===== src/hw/rtl/ais_pkg.sv =====
package ais_pkg;

  // Default store capacity and element width
  localparam int MAX_ITEMS_DEF = 32;
  localparam int DATA_W        = 32;

  // Load elements into the chain, then drain the sorted list
  typedef enum logic {
    ST_LOAD,
    ST_DRAIN
  } state_t;

  // Per-cycle command broadcast to every cell
  typedef struct packed {
    logic insert;  // place the broadcast word into the chain
    logic shift;   // move every cell one place toward the head
  } cell_ctrl_t;

endpackage


===== src/hw/rtl/ais_cell.sv =====
// One slot of the insertion chain. Holds one element; cells toward the
// head hold smaller values.
module ais_cell (
  input  logic                              clk,
  input  ais_pkg::cell_ctrl_t               ctrl,
  input  logic                              occupied,
  input  logic signed [ais_pkg::DATA_W-1:0] ins_val,
  input  logic signed [ais_pkg::DATA_W-1:0] prev_val,
  input  logic                              prev_lt,
  input  logic signed [ais_pkg::DATA_W-1:0] next_val,
  output logic signed [ais_pkg::DATA_W-1:0] val,
  output logic                              lt
);

  // Empty slot counts as larger than anything
  assign lt = !occupied || (ins_val < val);

  // Insert: take the word from below if it moved up, else the new word
  always_ff @(posedge clk) begin
    if (ctrl.insert) begin
      if (lt) begin
        val <= prev_lt ? prev_val : ins_val;
      end
    end else if (ctrl.shift) begin
      val <= next_val;
    end
  end

endmodule


===== src/hw/rtl/ascending_integer_sorter_top.sv =====
// Sorter: one element accepted per cycle while loading, placed in the chain
// as it is accepted. After the flagged last word, results follow from the
// next cycle at one per cycle while m_tready is high, drained through the
// head cell; n results for n held words. No input is taken during the drain.
// rst (synchronous, active high) empties the chain and clears overflow.
module ascending_integer_sorter_top #(
  parameter int MAX_ITEMS = ais_pkg::MAX_ITEMS_DEF
) (
  input  logic                       clk,
  input  logic                       rst,
  input  logic                       s_tvalid,
  output logic                       s_tready,
  input  logic [ais_pkg::DATA_W-1:0] s_tdata,   // [31:0] element_value
  input  logic                       s_tlast,   // is_final
  output logic                       m_tvalid,
  input  logic                       m_tready,
  output logic [ais_pkg::DATA_W-1:0] m_tdata,   // [31:0] sorted_value
  output logic                       m_tlast,   // final_result
  output logic [0:0]                 m_tuser    // [0] overflowed
);

  localparam int CNT_W = $clog2(MAX_ITEMS + 1);

  ais_pkg::state_t     state, state_next;
  ais_pkg::cell_ctrl_t ctrl;
  logic [CNT_W-1:0]    count;
  logic                ovf;
  logic                in_acc, out_acc, full, last_out;

  logic signed [ais_pkg::DATA_W-1:0] cell_val [MAX_ITEMS];
  logic                              cell_lt  [MAX_ITEMS];

  assign in_acc   = s_tvalid && s_tready;
  assign out_acc  = m_tvalid && m_tready;
  assign full     = (count == CNT_W'(MAX_ITEMS));
  assign last_out = (count == CNT_W'(1));

  assign ctrl.insert = in_acc && !full;
  assign ctrl.shift  = out_acc;

  // Next state
  always_comb begin
    state_next = state;
    unique case (state)
      ais_pkg::ST_LOAD: begin
        if (in_acc && s_tlast) state_next = ais_pkg::ST_DRAIN;
      end
      ais_pkg::ST_DRAIN: begin
        if (out_acc && last_out) state_next = ais_pkg::ST_LOAD;
      end
      default: state_next = ais_pkg::ST_LOAD;
    endcase
  end

  // Handshake outputs
  always_comb begin
    s_tready = 1'b0;
    m_tvalid = 1'b0;
    unique case (state)
      ais_pkg::ST_LOAD:  s_tready = 1'b1;
      ais_pkg::ST_DRAIN: m_tvalid = 1'b1;
      default: ;
    endcase
  end

  // State, fill count and overflow flag
  always_ff @(posedge clk) begin
    if (rst) begin
      state <= ais_pkg::ST_LOAD;
      count <= '0;
      ovf   <= 1'b0;
    end else begin
      state <= state_next;
      if (ctrl.insert) begin
        count <= count + CNT_W'(1);
      end else if (ctrl.shift) begin
        count <= count - CNT_W'(1);
      end
      if (in_acc && full) begin
        ovf <= 1'b1;
      end else if (out_acc && last_out) begin
        ovf <= 1'b0;
      end
    end
  end

  // Insertion chain, head cell holds the smallest word
  for (genvar i = 0; i < MAX_ITEMS; i++) begin : g_cell
    logic signed [ais_pkg::DATA_W-1:0] prev_val, next_val;
    logic                              prev_lt;

    if (i == 0) begin : g_head
      assign prev_val = '0;
      assign prev_lt  = 1'b0;
    end else begin : g_body
      assign prev_val = cell_val[i-1];
      assign prev_lt  = cell_lt[i-1];
    end

    if (i == MAX_ITEMS - 1) begin : g_tail
      assign next_val = '0;
    end else begin : g_mid
      assign next_val = cell_val[i+1];
    end

    ais_cell u_cell (
      .clk      (clk),
      .ctrl     (ctrl),
      .occupied (CNT_W'(i) < count),
      .ins_val  ($signed(s_tdata)),
      .prev_val (prev_val),
      .prev_lt  (prev_lt),
      .next_val (next_val),
      .val      (cell_val[i]),
      .lt       (cell_lt[i])
    );
  end

  // Result word comes straight from the head cell
  assign m_tdata    = $unsigned(cell_val[0]);
  assign m_tlast    = last_out;
  assign m_tuser[0] = ovf;

endmodule


===== config.mk =====
export PLATFORM = sky130hd
export DESIGN_NAME = ascending_integer_sorter_top
export DESIGN_NICKNAME = d
export VERILOG_FILES = /design/src/hw/rtl/ais_pkg.sv /design/src/hw/rtl/ais_cell.sv /design/src/hw/rtl/ascending_integer_sorter_top.sv
export SDC_FILE = /design/constraint.sdc
export NUM_CORES = 2
export LEC_CHECK = 0
export BUFFER_PORTS_ARGS = -buffer_cell sky130_fd_sc_hd__buf_2
export CAP_MARGIN = 20
export CORE_UTILIZATION = 35
export DETAILED_ROUTE_END_ITERATION = 16
export GPL_TIMING_DRIVEN = 0
export RECOVER_POWER = 50
export SLEW_MARGIN = 20
export SYNTH_ARGS = -nofsm -noshare
export SYNTH_HDL_FRONTEND = slang
export SYNTH_HIERARCHICAL = 1
export SYNTH_SLANG_ARGS = --single-unit

===== constraint.sdc =====
create_clock -name clk -period 16.1 [get_ports clk]
set_input_delay 1.61 -clock clk [delete_from_list [all_inputs] [get_ports clk]]
set_output_delay 1.61 -clock clk [all_outputs]
set_load 0.1 [all_outputs]

==> metrics.md <==
| Metric | Value |
|---|---|
| Worst EP arrival | `8.55 ns` |
| MaxCap Viol Count | `8` |
| Initial antenna violation count | `3` |
| Top delay family on crit path | `buffers and inverters` |
| IO buf count | `72` |
| # IOs | `73` |
| CP peak stage delay | `1.90 ns` |
| Synth Instances | `around 8400` |
| Inst Count DP | `11672` |
| Worst Path Buf+Inv | `4` |
| GRT Overall Usage | `20.4%` |
| Worst path cell trace | `clkbuf_1, clkbuf_1, ha_1, a21oi_1, o311a_1, o41ai_1, and4_2, a211oi_1, clkbuf_1, clkbuf_1` |
| CTS max path bufs | `3` |
| Post-CTS resize count | `0` |
| Slew Viols, Final | `136` |
| Clk Latency, worst-skew pair | `0.81 ns` |
| Die Wd | `478 um` |
| Ys Warns | `6` |
| Vias | `~65000` |
| Pre-CTS setup slack | `~10 ns` |
| Tmin final | `8.19 ns` |
| Placement-stage cell area | `about 86000 sq um` |
| Crit start category | `primary input` |
| Area of the mapped netlist | `79300 sq um` |
| Clock root buffer | `clkbuf_16` |
| Final Skew | `0.0762 ns` |
| Hold WC Path Type | `flop to flop` |
| Detail Route Antenna Nets | `0` |
| Setup Buffers After CTS | `0` |
| Number of vias per cell | `5.46` |
| Core Util, Final | `39.5%` |
| Die Y | `478 um` |
| H-tree Lvls | `3` |
| Crit path max fanout | `40` |
| Die area | `between 200000 and 250000 sq um` |
| DR WL/cell | `20.0 um` |
| TritonCTS clock tree | `yes` |
| CTS buffer count | `120` |
| Gpl congestion | `about 0.84` |
| Vias in the first global route | `67557` |
| Syn_area_per_cell | `9.40 sq um` |
| Failing checks | `design-rule violations, max-capacitance violations, max-slew violations` |
| Worst path slowest cell | `clkbuf_1` |
| Largest net degree at the start of global routing | `52` |
| Initial Util | `35.3%` |
| Slew @ Worst Pin | `~3.5 ns` |
| Cell area after layout | `88800 sq um` |
| Initial DRC count | `~4100` |
| Area Growth Syn to Fin | `12.0%` |
| Leak | `44.5 nW` |
| Max Freq | `0.122 GHz` |
| Worst setup margin | `7.91 ns` |
| CP dominant cell by count | `clkbuf_1` |
| Max-slew headroom | `-134%` |
| Setup CP Type | `primary input to flop` |
| VDD IR max | `0.106 mV` |
| Hold Fails Final Rpt | `0` |
| Row cnt | `174` |
| CTS sink count | `1032` |
| Final Instance Count excl. Fillers | `11901` |
| # fillers | `22239` |
| First-pass GRT wire length | `around 380000 um` |
| DP HPWL | `between 150000 and 200000 um` |
| Worst EP required | `16.46 ns` |
| Global route overflow | `0` |
| Ratio of cells with drive above 1 in the final layout | `4.49%` |
| Nets@finish | `approximately 10000` |
| Final cycle utilization of the critical path | `around half` |
| Critical Path Sink Type | `flop` |
| Clock Pin Slew Worst Setup and Hold Paths | `0.06 ns` |
| RSZ-0062 raised after global routing | `no` |
| Pwr/cell area | `114 nW/um^2` |
| Setup-failing EPs final | `0` |
| CORE AREA | `225000 sq um` |
| Pre-antenna DRT Iters | `13` |
| DRT Wirelength | `238000 um` |
| Status | `finished, violations left` |
| Cts hold-fix bufs | `0` |
| DRC violations left | `14` |
[routing by layer]
metal	part of all wire, %	global-route usage (%)	vias up
li1	-	-	30997
met1	43	25.6	31842
met2	50	36.3	1644
met3	4.5	2.20	479
met4	2.7	6.15	0
met5	0	0	-
[where the power goes]
part / leakage [nW] / switching, mW / internal (mW)
logic: 32.8 / 1.98 / 1.19
clock network: 1.95 / 1.21 / 1.64
registers: 9.76 / 0.460 / 3.61
total: 44.5 / 3.65 / 6.45
[layout make-up]
cell class,count,area [sq um],area share [%]
Multi-Input combinational cell,6077,43100,48.5
Clock buffer,149,3180,3.59
Inverter,1032,3870,4.36
Antenna cell,2,5.00,0.00564
Sequential cell,1032,30900,34.8
Timing Repair Buffer,176,1650,1.86
Clock inverter,78,865,0.973
Buffer,363,1490,1.67
Tap cell,2992,3740,4.22
[registers in the layout (all words and copies together) (netlist names)]
name               flops
count                  6
state                  1
g_cell.u_cell/val   1024
m_tuser                1
[path summary, 6_finish.rpt]
check	endpoint	cells past startpoint	from	slack (ns)
worst max-delay path	g_cell[28].u_cell/val[4]	10	s_tdata[7]	7.91
worst min-delay path	m_tuser	2	m_tuser	0.52
worst max register to register	g_cell[3].u_cell/val[9]	11	count[1]	8.70
worst min register to register	m_tuser	2	m_tuser	0.52
[layout by cell type (no fill, tap or decap), drive strengths merged, types with 49 or more instances in the layout]
cell type	count
o21ai	169
nor2	1132
conb	65
and3	65
clkinv	49
edfxtp	1024
nand3	99
buf	171
inv	1035
nand4	160
mux2i	1025
clkbuf	517
ha	996
nor3	67
nand2	332
a21oi	1443
nand2b	101
a31oi	65
[tightest hold or removal path: stages (launching register included)]
cell      delay [ns]
dfxtp_1         0.33
nand2b_1        0.07
o32ai_1         0.06
[metrics by stage]
| step | hold WS [ns] | total power [mW] | TNS (ns) |
|---|---|---|---|
| floorplan | 0.562 | 6.20 | 0 |
| detailed placement | 0.532 | 7.36 | 0 |
| global route | 0.548 | 10.7 | 0 |
| finish | 0.516 | 10.1 | 0 |
| global placement | 0.531 | 7.13 | -394.50 |
| CTS | 0.543 | 10.2 | 0 |
No activity file was read; power rests on OpenSTA's default activity.
